[config.mk]
export PLATFORM = sky130hd
export DESIGN_NAME = admr_front
export DESIGN_NICKNAME = d
export VERILOG_FILES = /design/src/rtl/antialiased_disc_max_blend_raster_top_macros.svh /design/src/rtl/admr_pkg.sv /design/src/rtl/admr_front.sv
export SDC_FILE = /design/constraint.sdc
export NUM_CORES = 1
export LEC_CHECK = 0
export BUFFER_PORTS_ARGS = -buffer_cell sky130_fd_sc_hd__clkbuf_2
export CAP_MARGIN = 0
export CORE_MARGIN = 3
export CORE_UTILIZATION = 65
export DETAILED_ROUTE_END_ITERATION = 10
export MAX_ROUTING_LAYER = met4
export PLACE_DENSITY = 0.84
export SYNTH_ARGS = -nofsm -noshare
export SYNTH_HDL_FRONTEND = slang
export SYNTH_SLANG_ARGS = --single-unit
[constraint.sdc]
create_clock -name clk -period 13.9 [get_ports clk]
set_input_delay 0 -clock clk [delete_from_list [all_inputs] [get_ports clk]]
set_output_delay 0 -clock clk [all_outputs]
set_load 0.05 [all_outputs]
[src/rtl/antialiased_disc_max_blend_raster_top_macros.svh]
// Assertion macros used by the raster back end (admr_back).
`ifndef ANTIALIASED_DISC_MAX_BLEND_RASTER_TOP_MACROS_SVH
`define ANTIALIASED_DISC_MAX_BLEND_RASTER_TOP_MACROS_SVH
`ifndef SYNTH
`define ADMR_ASSERT_SAME(lbl, ante, cons) \
  lbl: assert property (@(posedge clk) disable iff (rst) (ante) |-> (cons)) \
    else $error("same-cycle check failed");
`define ADMR_ASSERT_NEXT(lbl, ante, cons) \
  lbl: assert property (@(posedge clk) disable iff (rst) (ante) |=> (cons)) \
    else $error("next-cycle check failed");
`else
`define ADMR_ASSERT_SAME(lbl, ante, cons)
`define ADMR_ASSERT_NEXT(lbl, ante, cons)
`endif
`endif

[src/rtl/admr_pkg.sv]
`timescale 1ns / 1ps
package admr_pkg;
  localparam int SURFACE_SIZE = 384;
  localparam int COORD_W = $clog2(SURFACE_SIZE);
  localparam int ADDR_W = $clog2(SURFACE_SIZE * SURFACE_SIZE);
  localparam int CTR_W = (COORD_W >= 10) ? COORD_W + 2 : 12;
  localparam int SPAN_MIN = 66;

  localparam logic [1:0] KIND_CLEAR = 2'd0;
  localparam logic [1:0] KIND_DRAW = 2'd1;
  localparam logic [1:0] KIND_READ = 2'd2;

  localparam logic [1:0] REG_RADIUS_SCALE = 2'd0;
  localparam logic [1:0] REG_RADIUS_MIN = 2'd1;
  localparam logic [1:0] REG_RADIUS_MAX = 2'd2;
  localparam logic [1:0] REG_BRIGHTNESS_GAIN = 2'd3;

  typedef struct packed {
    logic [1:0] kind;
    logic signed [15:0] center_dx;
    logic signed [15:0] center_dy;
    logic [11:0] disc_radius;
    logic [8:0] intensity;
    logic [8:0] read_col;
    logic [8:0] read_row;
  } in_t;

  typedef struct packed {
    logic [7:0] pixel_value;
    logic [7:0] pixels_raised;
  } out_t;

  typedef struct packed {
    logic [1:0] kind;
    logic signed [CTR_W-1:0] cx;
    logic signed [CTR_W-1:0] cy;
    logic [2:0] ext;
    logic [7:0] gray;
    logic [21:0] outer;
    logic [19:0] span;
    logic [8:0] read_col;
    logic [8:0] read_row;
  } cmd_t;
endpackage

[src/rtl/admr_front.sv]
`timescale 1ns / 1ps
module admr_front import admr_pkg::*; (
  input  logic        clk,
  input  logic        rst,
  input  logic        in_valid,
  output logic        in_stall,
  input  in_t         in_data,
  input  logic        hold,
  input  logic [7:0]  radius_scale,
  input  logic [11:0] radius_min,
  input  logic [10:0] radius_max,
  input  logic [9:0]  brightness_gain,
  output logic        push,
  output cmd_t        push_data,
  input  logic        q_full
);
  localparam logic [1:0] F_IDLE = 2'd0;
  localparam logic [1:0] F_MUL = 2'd1;
  localparam logic [1:0] F_CLAMP = 2'd2;
  localparam logic [1:0] F_PUSH = 2'd3;

  logic [1:0] state;
  in_t item;
  logic [19:0] r_prod;
  logic [18:0] b_prod;
  logic [10:0] radius;
  logic [24:0] gray_prod;
  logic [11:0] r_scaled;
  logic [11:0] r_low;
  logic [16:0] b_clamp;
  logic [11:0] r_ext;
  logic signed [CTR_W-1:0] cx;
  logic signed [CTR_W-1:0] cy;

  function automatic logic signed [CTR_W-1:0] to_pixel(input logic signed [15:0] off);
    logic signed [CTR_W+5:0] c;
    logic [CTR_W+5:0] m;
    logic [CTR_W+5:0] p;
    c = (CTR_W+6)'(SURFACE_SIZE * 32) + (CTR_W+6)'(off);
    m = c[CTR_W+5] ? (CTR_W+6)'(-c) : c;
    p = (m + (CTR_W+6)'(32)) >> 6;
    return c[CTR_W+5] ? CTR_W'(-p) : CTR_W'(p);
  endfunction

  assign in_stall = (state != F_IDLE) || hold;
  assign r_scaled = 12'((r_prod + 20'd128) >> 8);
  assign r_low = (r_scaled < radius_min) ? radius_min : r_scaled;
  assign b_clamp = (b_prod > 19'd65536) ? 17'd65536 : b_prod[16:0];
  assign r_ext = {1'b0, radius} + 12'd383;
  assign cx = to_pixel(item.center_dx);
  assign cy = to_pixel(item.center_dy);

  always_comb begin
    push_data.kind = item.kind;
    push_data.cx = cx;
    push_data.cy = cy;
    push_data.ext = r_ext[10:8];
    push_data.gray = 8'((gray_prod + 25'd32768) >> 16);
    push_data.outer = 22'({1'b0, radius} + 12'd128) * 22'({1'b0, radius} + 12'd128);
    push_data.span = ({radius, 9'b0} < 20'(SPAN_MIN)) ? 20'(SPAN_MIN) : {radius, 9'b0};
    push_data.read_col = item.read_col;
    push_data.read_row = item.read_row;
  end

  assign push = (state == F_PUSH) && !q_full;

  always_ff @(posedge clk) begin
    if (rst) begin
      state <= F_IDLE;
    end else begin
      case (state)
        F_IDLE: if (in_valid && !in_stall) state <= F_MUL;
        F_MUL: state <= F_CLAMP;
        F_CLAMP: state <= F_PUSH;
        F_PUSH: if (!q_full) state <= F_IDLE;
        default: state <= F_IDLE;
      endcase
    end
  end

  always_ff @(posedge clk) begin
    if (state == F_IDLE && in_valid && !in_stall) item <= in_data;
    if (state == F_MUL) begin
      r_prod <= item.disc_radius * radius_scale;
      b_prod <= item.intensity * brightness_gain;
    end
    if (state == F_CLAMP) begin
      radius <= (r_low > {1'b0, radius_max}) ? radius_max : r_low[10:0];
      gray_prod <= b_clamp * 8'd255;
    end
  end
endmodule

Word level (Yosys, flattened, before mapping)

Cells that the tools add are included.
Widths: inputs -> output; s select.

Flip-flop bits (word level): 149
Bits of input ports: 119
Output and inout port bits: 99
Word-level logic and storage cells: 58

$add $sub $neg: 12
Multipliers: 4
Magnitude comparators: 4
Eq/ne operators: 5
Muxes and demuxes: 11
Reduce and logical (&&, ||, !) cells: 10

Operators by type and width:

| cell                   | number |
|---|---|
| $add 18x6->18 const B  | 2 |
| $mux 12                | 3 |
| $mux 18                | 2 |
| $neg 17->18            | 2 |
| $add 15x16->17 const A | 2 |
| $add 24x16->24 const B | 1 |
| $mul 17x8->24 const B  | 1 |
| $neg 12->12            | 2 |
| $mul 12x12->22         | 1 |
| $add 20x8->20 const B  | 1 |
| $lt 20x7->1 const B    | 1 |
| $mul 12x8->20          | 1 |
| $mux 20                | 1 |
| $gt 19x17->1 const B   | 1 |
| $mul 9x10->19          | 1 |
| $mux 17                | 1 |
| $add 11x8->12 const B  | 1 |
| $gt 12x11->1           | 1 |
| $lt 12x12->1           | 1 |
| $add 11x9->11 const B  | 1 |
| $mux 11                | 1 |
| $pmux 2 s4             | 1 |
| $eq 2x2->1 const B     | 2 |
| $logic_and 1x1->1      | 4 |
| 8 further kinds        | 11 |

Depth between registers and ports, before layout

Depth after elaboration: 6
Depth in mapped cells: 27

Worst setup path before layout

No wires, ideal clock.

Path type: reg2reg
Start point: register b_prod[3]
End point: register gray_prod[23] (data pin)
Arrival time: 6131 ps
Required time: 13640 ps
Setup slack: 7509 ps
Stages on the path, launching flop included: 25
Path buffers: 3
Cells stage by stage: edfxtp_1 clkbuf_1 nor4_1 nand4_1 a211oi_1 clkbuf_1 clkbuf_1 nand2_1 fa_1 fa_1 inv_1 fa_1 inv_1 fa_1 inv_1 ha_1 and4_1 and3_1 a21oi_1 nand3_1 a311o_1 and2_1 o21ai_0 nor2b_1 xnor2_1

Cells in the longest elaborated chain, start to end: 3

RTL lines:

| item                     | line             | source |
|---|---|---|
| start: declaration       | admr_front.sv:25 | `logic [18:0] b_prod;` |
| start signal: assignment | admr_front.sv:85 | `b_prod <= item.intensity * brightness_gain;` |
| $gt 19x17->1             | admr_front.sv:48 | `assign b_clamp = (b_prod > 19'd65536) ? 17'd65536 : b_prod[16:0];` |
| $mux 17 *                | admr_front.sv:48 |  |
| $mul 17x8->24 *          | admr_front.sv:89 | `gray_prod <= b_clamp * 8'd255;` |
| end signal: assignment   | admr_front.sv:89 |  |
| end: declaration         | admr_front.sv:27 | `logic [24:0] gray_prod;` |

Mark *: on every way between the ends. The rest lies on a longest branch, timed or not.
A chain may end at the register's enable or synchronous reset.

Worst setup path in the final report

Ends and elaborated chain as after synthesis.

==> results.sh <==
export IMPL_nets=2862
export IMPL_finalCriticalPeriod_ns=7.08
export IMPL_cts_tree="built"
export IMPL_ys_ff_latch=127
export IMPL_fmax_mhz=141
export IMPL_gr_usage_met2_pct=49.2
export IMPL_worstHoldStart="brightness_gain[0]"
export IMPL_synth_top_area_share_pct=26.5
export IMPL_cp_end_kind="flop"
export IMPL_crit_start="b_prod[3]"
export IMPL_synth_area_leaders="fa_1 27%, edfxtp_1 19%, ha_1 14%"
export IMPL_cts_root_buffer="clkbuf_16"
export IMPL_firstDrtPassIters=5
export IMPL_ant_nets=0
export IMPL_yosys_warnings=0
export IMPL_synth_top_flop_cell="edfxtp_1"
export IMPL_fp_dieH_um=179
export IMPL_gp_congestion=0.883
export IMPL_whs_ns=0.0202
export IMPL_dp_hpwl_um=32300
export IMPL_die_w_um=179
export IMPL_skew_ns=0.0164
export IMPL_cp_endpoint="gray_prod[23]"
export IMPL_h_tree_depth=4
export IMPL_clockBufferDepth=2
export IMPL_fin_setup_tns_ns=0
export IMPL_crit_arrival_ns=7.25
export IMPL_drt_vias_per_instance=5.52
export IMPL_start_util_pct=67.0
export IMPL_grt_overflow_total=0
export IMPL_finalSetupViolations=0
export IMPL_hold_violations=0
export IMPL_routedWlPerCell_um=15.9
export IMPL_drc=0
export IMPL_required_ns=14.07
export IMPL_worstSetupPathType="reg -> reg"
export IMPL_cts_sinks=127
export IMPL_syn_inst=2043
export IMPL_crit_path_max_fanout=24
export IMPL_rows=62
export IMPL_period_share_pct=51.0
export IMPL_cts_buffers=17
export IMPL_ys_async_sr_fraction_pct=0
export IMPL_core_mm2=0.0292
export IMPL_synth_area_per_cell_um2=9.56
export IMPL_grt_max_degree=75
export IMPL_slew_viol_final=0
export IMPL_grt_antenna_before_repair=1
export IMPL_cap_violations=0
export IMPL_die_area_mm2=0.0322
export IMPL_status="finished clean"
export IMPL_hold_path_class="in -> reg"
export IMPL_io_buffers=209
export IMPL_synth_common_cells="400 x inv_1, 259 x fa_1, 212 x ha_1, 180 x nand2_1, 144 x and2_1"
export IMPL_rsz0062_at_grt="false"
export IMPL_slew_headroom_pct=27.5
export IMPL_cts_resized_gates=0
export IMPL_worstSetupStartpointType="flop"
export IMPL_ys_seq_area_share_pct=19.4
export IMPL_area_growth_pct=13.2
export IMPL_drive_above_1_share_pct=12.9
export IMPL_rrSetupSlack_ns=6.82
export IMPL_yosysMostFrequentCell="inv_1"
export IMPL_busiest_layer="met2"
export IMPL_grt_util_met1_pct=33.6
export IMPL_netlist_area_mm2=0.0195
export IMPL_grt_pass1_wl_um=71400
export IMPL_synth_edff_count=125
export IMPL_grt_util_met3_pct=4.30
export IMPL_tightest_slew_ns=1.09
export IMPL_drt_total_wl_um=42400
export IMPL_grt_usage_pct=28.1
export IMPL_hold_path_depth=2
export IMPL_ys_types=85
export IMPL_drtIter0Drc=862
export IMPL_timing_rr_end="gray_prod[23]"
export IMPL_yosys_area_top_type="fa_1"
export IMPL_clk_latency_ns=0.43
export IMPL_io_pins=218
export IMPL_grt_pass1_vias=15700
export IMPL_r2r_cells=19
export IMPL_clk_pin_slew_ns=0.07
export IMPL_crit_reg2reg_launch="b_prod[3]"
export IMPL_dr_total_vias=14700
==> cell usage in the layout, fill, tap and decap left out, drive strengths merged, types with 30 or more instances in the layout <==
cell and count:
nand2 180, fa 259, xor2 46, ha 212, xnor2 95, dlygate4sd3 85, clkbuf 226, inv 410
and2 144, edfxtp 125, o21ai 40, nand3 30, nor2 80, a21oi 50
==> area by class of cell <==
type / count / area (um2)
clock buffer: 17 / 425
inverter: 401 / 1510
timing repair buffer: 298 / 1930
antenna: 1 / 2.50
clock inverter: 15 / 171
fill: 1936 / 7060
sequential: 127 / 3790
tap: 384 / 480
multi-input combinational: 1427 / 13800
==> cells by family after synthesis <==
kind of cell / after synthesis / share of synthesized area [%]
buffers and inverters: 496 / 10.1
AND/OR/NAND/NOR: 568 / 15.0
adder cells (fa/ha/maj): 474 / 40.3
flip-flops: 127 / 19.4
AO/OA/AOI/OAI: 222 / 7.98
multiplexers: 14 / 0.794
XOR/XNOR: 141 / 6.36
other: 1 / 0.0192
==> worst min path at each step <==
stage              endpoint
2_1_floorplan      state[1]
3_3_place_gp   push_data[3]
3_5_place_dp   push_data[3]
4_1_cts           b_prod[0]
5_1_grt           b_prod[0]
6_report          b_prod[0]
==> timing repair <==
action,CTS,global route
endpoints found under the setup margin,0,0
setup buffers,0,0
hold buffers,85,0
endpoints found under the hold margin,85,0
==> flip-flops by register name (all words and copies together), names as in the netlist <==
signal / cells
r_prod: 13
item: 53
gray_prod: 9
push_data: 20
b_prod: 19
state: 2
radius: 11
==> worst max-delay path, cell delays in order, from the launching register on <==
cell and delay, ns:
edfxtp_1 0.53, nor4_1 0.37, nand4_1 0.18, a211oi_2 0.94, nand2_1 0.40, inv_1 0.23
fa_1 0.50, fa_1 0.53, fa_1 0.52, fa_1 0.53, ha_1 0.36, and4_1 0.24
and3_1 0.18, a21oi_1 0.15, nand3_1 0.15, a311o_1 0.32, and2_1 0.18, o21ai_0 0.24
nor2b_1 0.20, xnor2_1 0.07
==> per-stage QoR <==
stage	setup WS, ns	utilization, %	instances	instance area (um2)
floorplan	7.51	-	2050	19600
global placement	7.10	70.8	2552	20700
detailed placement	6.90	70.8	2552	20700
CTS	6.83	75.8	2669	22100
global route	6.39	75.8	2670	22100
finish	6.82	75.8	2670	22100
==> layer usage <==
| metal | share of wire, % | vias up |
|---|---|---|
| met2 | 51 | 554 |
| met3 | 5.7 | 99 |
| li1 | - | 6963 |
| met5 | 0 | - |
| met4 | 2.3 | 0 |
| met1 | 41 | 7133 |
Power is left out: the tool's default activity adds up to more than one toggle a clock period on the data nets, which glitch-free logic cannot reach.
