===== src/rtl/antialiased_disc_max_blend_raster_top_macros.svh =====
// Assertion macros used by the raster back end (admr_back).
`ifndef ANTIALIASED_DISC_MAX_BLEND_RASTER_TOP_MACROS_SVH
`define ANTIALIASED_DISC_MAX_BLEND_RASTER_TOP_MACROS_SVH
`ifndef SYNTH
`define ADMR_ASSERT_SAME(lbl, ante, cons) \
  lbl: assert property (@(posedge clk) disable iff (rst) (ante) |-> (cons)) \
    else $error("same-cycle check failed");
`define ADMR_ASSERT_NEXT(lbl, ante, cons) \
  lbl: assert property (@(posedge clk) disable iff (rst) (ante) |=> (cons)) \
    else $error("next-cycle check failed");
`else
`define ADMR_ASSERT_SAME(lbl, ante, cons)
`define ADMR_ASSERT_NEXT(lbl, ante, cons)
`endif
`endif


===== src/rtl/admr_pkg.sv =====
`timescale 1ns / 1ps
package admr_pkg;
  localparam int SURFACE_SIZE = 384;
  localparam int COORD_W = $clog2(SURFACE_SIZE);
  localparam int ADDR_W = $clog2(SURFACE_SIZE * SURFACE_SIZE);
  localparam int CTR_W = (COORD_W >= 10) ? COORD_W + 2 : 12;
  localparam int SPAN_MIN = 66;

  localparam logic [1:0] KIND_CLEAR = 2'd0;
  localparam logic [1:0] KIND_DRAW = 2'd1;
  localparam logic [1:0] KIND_READ = 2'd2;

  localparam logic [1:0] REG_RADIUS_SCALE = 2'd0;
  localparam logic [1:0] REG_RADIUS_MIN = 2'd1;
  localparam logic [1:0] REG_RADIUS_MAX = 2'd2;
  localparam logic [1:0] REG_BRIGHTNESS_GAIN = 2'd3;

  typedef struct packed {
    logic [1:0] kind;
    logic signed [15:0] center_dx;
    logic signed [15:0] center_dy;
    logic [11:0] disc_radius;
    logic [8:0] intensity;
    logic [8:0] read_col;
    logic [8:0] read_row;
  } in_t;

  typedef struct packed {
    logic [7:0] pixel_value;
    logic [7:0] pixels_raised;
  } out_t;

  typedef struct packed {
    logic [1:0] kind;
    logic signed [CTR_W-1:0] cx;
    logic signed [CTR_W-1:0] cy;
    logic [2:0] ext;
    logic [7:0] gray;
    logic [21:0] outer;
    logic [19:0] span;
    logic [8:0] read_col;
    logic [8:0] read_row;
  } cmd_t;
endpackage


===== src/rtl/admr_queue.sv =====
`timescale 1ns / 1ps
module admr_queue import admr_pkg::*; (
  input  logic clk,
  input  logic rst,
  input  logic push,
  input  cmd_t push_data,
  output logic full,
  input  logic pop,
  output logic q_valid,
  output cmd_t q_data
);
  cmd_t slots [2];
  logic wr_ptr;
  logic rd_ptr;
  logic [1:0] count;

  assign full = (count == 2'd2);
  assign q_valid = (count != 2'd0);
  assign q_data = slots[rd_ptr];

  always_ff @(posedge clk) begin
    if (rst) begin
      wr_ptr <= 1'b0;
      rd_ptr <= 1'b0;
      count <= 2'd0;
    end else begin
      if (push) wr_ptr <= !wr_ptr;
      if (pop) rd_ptr <= !rd_ptr;
      count <= count + 2'(push) - 2'(pop);
    end
  end

  always_ff @(posedge clk) begin
    if (push) slots[wr_ptr] <= push_data;
  end
endmodule


===== config.mk =====
export PLATFORM = sky130hd
export DESIGN_NAME = admr_queue
export DESIGN_NICKNAME = d
export VERILOG_FILES = /design/src/rtl/antialiased_disc_max_blend_raster_top_macros.svh /design/src/rtl/admr_pkg.sv /design/src/rtl/admr_queue.sv
export SDC_FILE = /design/constraint.sdc
export NUM_CORES = 1
export LEC_CHECK = 0
export ABC_AREA = 1
export BUFFER_PORTS_ARGS = -buffer_cell sky130_fd_sc_hd__buf_2
export CORE_MARGIN = 3
export CORE_UTILIZATION = 46
export DETAILED_ROUTE_END_ITERATION = 6
export GPL_TIMING_DRIVEN = 0
export PLACE_DENSITY = 0.83
export SKIP_CTS_REPAIR_TIMING = 1
export SYNTH_ARGS = -nofsm -noshare
export SYNTH_HDL_FRONTEND = slang
export SYNTH_SLANG_ARGS = --single-unit

===== constraint.sdc =====
create_clock -name clk -period 5.5 [get_ports clk]
set_input_delay 0.275 -clock clk [delete_from_list [all_inputs] [get_ports clk]]
set_output_delay 0.275 -clock clk [all_outputs]
set_load 0.05 [all_outputs]

======== Word-level counts from Yosys, hierarchy flattened ========
Memory sizes are Yosys's and may differ from the RTL's. A register that Yosys moved wholly into a read port is not among the register bits.
Cells that the tools add are included.
operators by class
  equality and inequality tests ........... 1
  reductions and logical operators ........ 3
  add/subtract/negate cells ............... 2
  mux-type cells .......................... 4
operator list
  operator              count
  $mux W1               4
  $add A2 B1 Y2         1
  $eq A2 B2 Y1 const B  1
  $logic_not A1 Y1      2
  $reduce_bool A2 Y1    1
  $sub A2 B1 Y2         1
word-level totals
  memory bits (writable) .................. 194
  memories ................................ 1
  input port bits ......................... 101
  output and inout bits ................... 99
  register bits after elaboration ......... 4
  logic and storage cells ................. 14
memory list
  name   words  width  read ports  clocked after memory_dff  write ports  line              RTL
  slots  2      97     1           1                         1            admr_queue.sv:12  cmd_t slots [2];

======== Longest topological paths before layout ========
Gate-level depths: netlist (run 1).
  depth in word-level cells ............... 3
  mapped depth ............................ 7
  depth with buffers taken out ............ 7

======== Least setup slack after synthesis (run 1) ========
Ideal clock, no wire load.
  path kind ............................... input -> register
  start point ............................. in push
  end point ............................... mem slots[0][0] in the netlist's numbering, enable pin
  library setup time ...................... 0.556 ns
  path buffers ............................ 0
  stages on the path ...................... 2
  required time ........................... 4.944 ns
  data arrival time ....................... 4.376 ns
  path slack .............................. 0.568 ns
  cells stage by stage .................... inv_1 nor2_1
on the way
  longest elaborated chain between the ends .. 2
RTL lines
  item                           line              RTL
  start, declared                admr_queue.sv:5   input logic push,
  $mux W1                        admr_queue.sv:34  if (push) slots[wr_ptr] <= push_data;
  $mux W1 (implied by the code)  admr_queue.sv:34
  end, declared                  admr_queue.sv:12
Every way passes these cells.

==> results of run 1 <==
[power groups by stage]
stage | Clock, mW | Sequential [mW] | Combinational [mW]
after global routing | 1.26 | 1.78 | 0.642
final | 1.17 | 1.77 | 0.611
after detailed placement | 0 | 1.81 | 0.618
after CTS | 1.20 | 1.78 | 0.619
after global placement | 0 | 1.82 | 0.593
after floorplan | 0 | 1.81 | 0.459
[critical path, stage by stage (launching register included)]
cell     delay (ns)
dfxtp_1        0.32
buf_6          0.14
buf_6          0.17
buf_6          0.20
mux2_4         0.32
buf_2          0.21
[final timing paths]
path	startpoint	endpoint	slack [ns]	cells after the start
worst max-delay path	register	q_data[85]	3.44	5
worst min register to register	rd_ptr	register	0.56	2
worst max register to register	wr_ptr	slots[1][92]	3.80	3
worst min-delay path	push_data[1]	slots[0][1]	0.04	1
[Yosys cell counts (all sizes together)]
| library cell | n |
|---|---|
| nor3 | 1 |
| edfxtp | 194 |
| a21oi | 1 |
| nand3 | 1 |
| inv | 8 |
| xnor2 | 1 |
| nand2 | 5 |
| mux2 | 97 |
| ha | 2 |
| nor2 | 7 |
| buf | 11 |
| dfxtp | 5 |
[state kept, by name, indices dropped and copies added (netlist names), named ones only]
| signal | flops |
|---|---|
| count | 2 |
| rd_ptr | 1 |
| slots | 194 |
| wr_ptr | 1 |
[metrics by stage]
stage	util, %	TNS [ns]	total power [mW]	hold WS (ns)
3_5_place_dp	56.4	0	2.43	0.466
3_3_place_gp	55.8	-133.22	2.41	0.463
4_1_cts	60.1	0	3.59	0.0201
5_1_grt	60.1	0	3.68	0.0148
2_1_floorplan	-	0	2.27	0.346
6_report	60.1	0	3.55	0.0438
[kinds of logic after synthesis]
group,Yosys count,share of synthesized area (%)
buffers and inverters,19,1.59
multiplexers,97,16.4
flip-flops,199,80.7
adder cells (fa/ha/maj),2,0.341
XOR/XNOR,1,0.119
AND/OR/NAND/NOR,14,0.750
AO/OA/AOI/OAI,1,0.0681
[cell type report]
type	instances	area (µm²)	area share [%]
flip-flops and latches	199	5930	63.9
inverters	8	32.5	0.351
multi-input cells	115	1310	14.1
clock inverters	13	130	1.40
plain buffers	11	86.3	0.931
clock buffers	19	433	4.67
well taps	211	264	2.85
repair buffers	203	1090	11.8
[metal layers]
| metal | vias up | part of all wire (%) |
|---|---|---|
| li1 | 1746 | - |
| met1 | 1834 | 39 |
| met2 | 146 | 52 |
| met3 | 12 | 8.0 |
| met4 | 0 | 1.3 |
| met5 | - | 0 |
==> qor.yml, run 1 <==
die:
  fp.dieW_um: 132
  core-area_mm2: 0.0154
  ios: 200
  fp-row-count: 45
  die_h_um: 132
  die_area_mm2: 0.0175
  initial_utilization_pct: 47.6
logic_synthesis:
  synth_cell_types: 14
  synth.area.top_cells: "edfxtp_1 (79%), mux2_2 (10%), mux2_4 (6.1%), dfxtp_1 (1.4%), buf_6 (0.77%)"
  syn_nets: 436
  yosys.area.top_type: "edfxtp_1"
  netlist.area_leader.share_pct: 79.4
  synthCells: 333
  yosysWarnings: 0
  ys_seq_elements: 199
  seq_area_frac_synth_pct: 80.7
  avgSynthCellArea_um2: 22.0
  syn_area_mm2: 0.00734
grt:
  busiest_layer: "met2"
  grt_max_degree: 54
  grt.overflow.total: 0
  use_met3_pct: 6.30
  met1_usage_pct: 17.5
  grt_pass1_wl_um: 20400
  grt_antenna_before_repair: 0
  grt_pass1_vias: 3939
  grt.total_usage_pct: 15.2
  grt_util_met2_pct: 25.8
power_and_ir_drop:
  peakVddDrop_mv: 0.226
  seqPwrFrac_pct: 49.9
  swShare_pct: 26.6
  power.leakage_nw: 3.58
  p_per_area_mw_per_mm2: 383
  p_int_mw: 2.61
  combPwrFrac_pct: 17.2
  p_switching_mw: 0.944
  clockPowerShare_pct: 32.9
sta:
  rsz0062_at_grt: "false"
  period_share_pct: 37.5
  slew_headroom_pct: 57.9
  layout_setup_ws_ns: 3.44
  setup_violations: 0
  max_freq_mhz: 485
  worst_slew_pin_slew_ns: 0.632
  fin_skew_ns: 0.00316
  hold_viol: 0
  final.min_clock_period_ns: 2.06
  drv_slew: 0
finish:
  fill_cells: 1188
  final_cell_mix: "buf_2 (205), edfxtp_1 (194), mux2_2 (67)"
  syn_to_final_growth_pct: 26.3
  stdcell_area_mm2: 0.00927
  layoutNonFillerInstCount: 779
  final_common_cell: "buf_2"
  nets: 658
  drive_above_1_share_pct: 59.7
  diodes: 0
worst_setup_path:
  worstPathRequired_ns: 5.22
  critPathKind: "register to primary output"
  end_kind: "primary output"
  crit_arrival_ns: 1.79
  start_kind: "register"
  worstPathMaxFanout: 10
clock_tree:
  tritoncts: "done"
  clock-sinks: 199
  clkLatencyLatePin_ns: 0.41
  htree_levels: 4
  cts_root_buf: "clkbuf_16"
  clk_pin_slew_ns: 0.06
  cts_max_path_buffers: 2
  numCtsBuffers: 17
hold_path:
  hp-class: "primary input to register"
placement:
  place_congestion: 0.689
  place_inst: 747
  post-dp-hpwl_um: 9310
  place_ws_ns: 3.69
  io_buffers: 199
  placed_cell_area_mm2: 0.00871
drt:
  postRouteAntennaNets: 0
  wire_per_inst_um: 17.1
  vias_per_cell: 4.80
  first_pass_iters: 4
  vias: 3738
  drt_wl_total_um: 13300
  drt_iter0_markers: 205
  drc: 0
run_status:
  outcome: "complete, no violations"
flow_run:
  cap_violations: 0
Power figures use the tool's default switching activity.
==> run 2: changes to the inputs <==
clock period = 2.1 ns   (was 5.5 ns; I/O delays follow)
==> run 2 against run 1 <==
  * The run now ends with hold timing left
  * Routed wire length rose by 17%
  * Combinational power rose to 2.9 times the previous value
  * Hold slack got worse by 0.051 ns
  * Non-clock buffer count rose by 100
  * Highest routed layer unchanged
==> qor.yml, run 2 (same netlist as run 1, synthesis figures left out) <==
finish:
  syn_to_final_growth_pct: 39.4
  layoutNonFillerInstCount: 879
  final_cell_mix: "buf_2 (205), edfxtp_1 (194), dlygate4sd3_1 (99)"
  top_register: "slots"
  largest_register_ffs: 194
  nets: 758
  multiInputGateArea_mm2: 0.00131
  reg_top3: "slots x194, count x2"
  diodes: 0
  final_common_cell: "buf_2"
  drive_above_1_share_pct: 51.3
  seq_area_mm2: 0.00593
  fill_cells: 1040
worst_setup_path:
  slowest_stage: "dfxtp_1"
  path_cells: "buf_6 > buf_6 > buf_6 > mux2_4 > buf_2"
  cpMostUsedCell: "buf_6"
  r2r_slack_ns: 0.44
  worstPathMaxFanout: 10
  critPathKind: "register to primary output"
  worstPathRequired_ns: 2.00
  critPathTopFamily: "buffers and inverters"
  path_buf_inv: 4
  reg2reg_depth: 3
  start_kind: "register"
  rr_startpoint: "wr_ptr"
  regToRegEndpoint: "slots[0][2]"
  crit_arrival_ns: 1.78
  end_kind: "primary output"
  cp_slowest_stage_delay_ns: 0.32
drt:
  postRouteAntennaNets: 0
  vias_per_cell: 4.80
  drt_wl_total_um: 15600
  drt_iter0_markers: 240
  vias: 4217
  wire_per_inst_um: 17.7
  drc: 0
  first_pass_iters: 4
sta:
  final.min_clock_period_ns: 1.89
  hold_viol: 1
  max_freq_mhz: 530
  drv_slew: 0
  worst_slew_pin_slew_ns: 0.690
  setup_violations: 0
  slew_headroom_pct: 53.9
  period_share_pct: 89.8
  fin_skew_ns: 0.00914
  hold_slack_ns: -0.00761
  rsz0062_at_grt: "false"
placement:
  post-dp-hpwl_um: 9490
  io_buffers: 199
  place_inst: 748
  place_congestion: 0.697
die:
  die_area_mm2: 0.0175
  fp-row-count: 45
  initial_utilization_pct: 47.6
  fp.dieW_um: 132
  ios: 200
  core-area_mm2: 0.0154
  die_h_um: 132
grt:
  grt_util_met2_pct: 27.8
  grt.total_usage_pct: 15.6
  met1_usage_pct: 17.2
  grt_max_degree: 42
  grt_antenna_before_repair: 0
  grt.overflow.total: 0
  grt_pass1_vias: 4156
  use_met3_pct: 5.27
  grt_pass1_wl_um: 21300
  busiest_layer: "met2"
hold_path:
  hold_start: "push"
  min_delay_path_depth: 3
  min_to: "wr_ptr"
  hp-class: "primary input to register"
clock_tree:
  clkLatencyLatePin_ns: 0.42
  numCtsBuffers: 17
  clk_pin_slew_ns: 0.06
  cts_root_buf: "clkbuf_16"
  cts_max_path_buffers: 2
  htree_levels: 4
  clock-sinks: 199
  tritoncts: "done"
run_status:
  outcome: "complete, but fails checks"
  violations: "hold timing"
power_and_ir_drop:
  power_mw: 9.31
  peakVddDrop_mv: 0.589
  p_per_area_mw_per_mm2: 910
  power.leakage_nw: 3.98
flow_run:
  cap_violations: 0
==> run 2: cell count changes in the layout (fill, tap and decap cells not counted), sizes merged <==
| cell | change |
|---|---|
| bufinv | -2 |
| clkbuf | +1 |
| clkinv | +1 |
| dlygate4sd3 | +99 |
| buf | +1 |
==> run 2: how the worst max path moves through the flow <==
stage | from | end | cells after the start
floorplan | wr_ptr | slots[1][0] | 2
global placement | wr_ptr | slots[1][86] | 2
detailed placement | push | slots[0][95] | 5
CTS | register | q_data[67] | 5
global route | register | q_data[70] | 5
finish | register | q_data[70] | 5
==> run 2: routing by layer <==
metal / share of wire [%] / wire, µm
met5: 0 / 0
met4: 1.9 / 292
met3: 5.3 / 826
met2: 55 / 8530
met1: 38 / 5940
==> run 2: final cells by class <==
type                            count  share of cell area [%]
Sequential cell                   199                    57.9
Timing Repair Buffer              303                    20.5
Multi-Input combinational cell    115                    12.8
Clock buffer                       20                    4.27
Tap cell                          211                    2.58
Buffer                             11                   0.844
Clock inverter                     12                   0.771
Inverter                            8                   0.330
==> run 2: stage by stage <==
stage	util, %	TNS (ns)	setup WS [ns]	hold WS, ns	instance area, µm²
floorplan	-	-17.69	-0.116	0.176	7360
global placement	55.8	-153.47	-0.859	0.292	8620
detailed placement	56.5	0	0.409	0.296	8720
CTS	59.9	0	0.174	-0.153	9240
global route	66.3	0	0.139	0.0566	10200
finish	66.3	0	0.215	-0.00761	10200
==> run 2: report_power, final <==
group	switching, mW	internal (mW)	leakage [nW]
registers	0.0576	4.60	1.86
clock network	1.37	1.51	0.253
logic	1.15	0.615	1.86
==> run 2: tightest hold or removal path: stages <==
cell and delay [ns]:
buf_2 0.12, nor2_1 0.08, nor3_1 0.05
==> run 3: changes to the inputs <==
SETUP_SLACK_MARGIN = 0.3   (was not set)
==> run 3 against run 2 <==
  * The run now ends clean
  * Clock skew barely moved
  * Power rose by 3.9%
  * Global-route usage fell by 0.66 points
  * Critical path type unchanged
  * Routed wire length rose by 3.7%
  * Combinational power rose by 9%
  * Maximum frequency rose by 5.6%
  * Hold slack improved by 0.0098 ns
  * Critical path depth did not move
  * Clock-buffer cell count fell by 2
  * Flip-flop and latch count did not move
  * Clock power rose by 7.3%
  * Sequential share of layout area fell by 2.1 points
==> qor.yml, run 3 (same netlist as run 1, synthesis figures left out) <==
finish:
  layoutNonFillerInstCount: 884
  largest_register_ffs: 194
  top_register: "slots"
  final_common_cell: "edfxtp_1"
  final_cell_mix: "edfxtp_1 (194), buf_2 (169), dlygate4sd3_1 (100)"
  drive_above_1_share_pct: 51.8
  stdcell_area_mm2: 0.0106
  nets: 763
  syn_to_final_growth_pct: 44.6
  reg_top3: "slots x194, count x2"
drt:
  first_pass_iters: 4
  drc: 0
  wire_per_inst_um: 18.3
  drt_wl_total_um: 16200
  drt_iter0_markers: 212
  vias_per_cell: 4.83
  vias: 4266
  postRouteAntennaNets: 0
sta:
  slew_headroom_pct: 42.7
  final.min_clock_period_ns: 1.79
  max_freq_mhz: 560
  setup_violations: 0
  layout_setup_ws_ns: 0.314
  worst_slew_pin_slew_ns: 0.858
  drv_slew: 0
  tns_ns: 0
  hold_slack_ns: 0.00218
  period_share_pct: 85.0
  hold_viol: 0
  rsz0062_at_grt: "true"
  fin_skew_ns: 0.00942
power_and_ir_drop:
  clockPowerShare_pct: 31.9
  power.leakage_nw: 4.12
  swShare_pct: 26.8
  p_int_mw: 7.08
  p_per_area_mw_per_mm2: 912
  peakVddDrop_mv: 0.630
  p_switching_mw: 2.59
  combPwrFrac_pct: 20.0
  seqPwrFrac_pct: 48.1
clock_tree:
  cts_root_buf: "clkbuf_16"
  htree_levels: 4
  clock-sinks: 199
  numCtsBuffers: 17
  cts_max_path_buffers: 2
  tritoncts: "done"
  clk_pin_slew_ns: 0.06
  clkLatencyLatePin_ns: 0.42
placement:
  place_inst: 747
  placed_cell_area_mm2: 0.00870
  post-dp-hpwl_um: 9120
  io_buffers: 199
  place_congestion: 0.692
  place_ws_ns: 0.350
die:
  ios: 200
  fp.dieW_um: 132
  initial_utilization_pct: 47.6
  die_h_um: 132
  die_area_mm2: 0.0175
  core-area_mm2: 0.0154
  fp-row-count: 45
hold_path:
  hp-class: "primary input to register"
  min_delay_path_depth: 3
run_status:
  outcome: "complete, no violations"
grt:
  grt.overflow.total: 0
  grt.total_usage_pct: 14.9
  grt_pass1_vias: 4021
  grt_max_degree: 37
  grt_pass1_wl_um: 20500
  grt_antenna_before_repair: 0
worst_setup_path:
  end_kind: "primary output"
  worstPathMaxFanout: 8
  critPathKind: "register to primary output"
  crit_arrival_ns: 1.68
  rr_startpoint: "wr_ptr"
  start_kind: "register"
  regToRegEndpoint: "slots[1][95]"
  crit_end: "q_data[67]"
  r2r_slack_ns: 0.38
  worstPathRequired_ns: 2.00
  reg2reg_depth: 3
flow_run:
  cap_violations: 0
[run 3: cell count changes in the layout (fill, tap and decap cells not counted), moves of 2 or more]
cell | previous run | this run
bufinv_16 | 0 | 2
buf_2 | 205 | 169
buf_6 | 5 | 29
buf_12 | 4 | 8
clkbuf_16 | 17 | 21
buf_8 | 0 | 2
clkbuf_1 | 3 | 1
buf_4 | 0 | 6
[run 3: power groups by stage]
| stage | Combinational [mW] | Sequential (mW) | Clock (mW) |
|---|---|---|---|
| 6_report | 1.93 | 4.66 | 3.09 |
| 5_1_grt | 2.02 | 4.67 | 3.33 |
| 4_1_cts | 1.61 | 4.65 | 3.15 |
| 3_5_place_dp | 1.61 | 4.74 | 0 |
| 3_3_place_gp | 1.56 | 4.73 | 0 |
| 2_1_floorplan | 1.20 | 4.72 | 0 |
[run 3: critical path: stages, from the launching register on]
cell and delay, ns:
dfxtp_2 0.33, buf_8 0.14, buf_12 0.16, clkbuf_16 0.16, mux2_4 0.31, buf_6 0.16
[run 3: layout make-up]
cell class	instances	area (µm²)
Antenna cell	1	2.50
Buffer	11	140
Clock buffer	18	429
Clock inverter	13	130
Fill cell	992	4820
Inverter	8	33.8
Multi-Input combinational cell	116	1320
Sequential cell	199	5930
Tap cell	211	264
Timing Repair Buffer	307	2370
[run 3: metrics by stage]
| step | utilization (%) | power (mW) |
|---|---|---|
| floorplan | - | 5.93 |
| global placement | 55.8 | 6.29 |
| detailed placement | 56.4 | 6.34 |
| CTS | 60.0 | 9.41 |
| global route | 68.8 | 10.0 |
| finish | 68.8 | 9.67 |
[run 3: worst min path at each step]
stage	from	endpoint	slack, ns
global route	pop	rd_ptr	0.01
detailed placement	push_data[16]	slots[1][16]	0.30
finish	pop	rd_ptr	0.002
global placement	push_data[52]	slots[1][52]	0.29
CTS	push_data[36]	slots[0][36]	-0.15
floorplan	rst	count[0]	0.18
[run 3: layer usage]
metal  vias up  track usage, %  share of wire, %
li1       1960               -                 -
met1      2120            17.9                38
met2       163            24.9                55
met3        23            4.73               5.2
met4         0            6.64               1.7
met5         -               0                 0
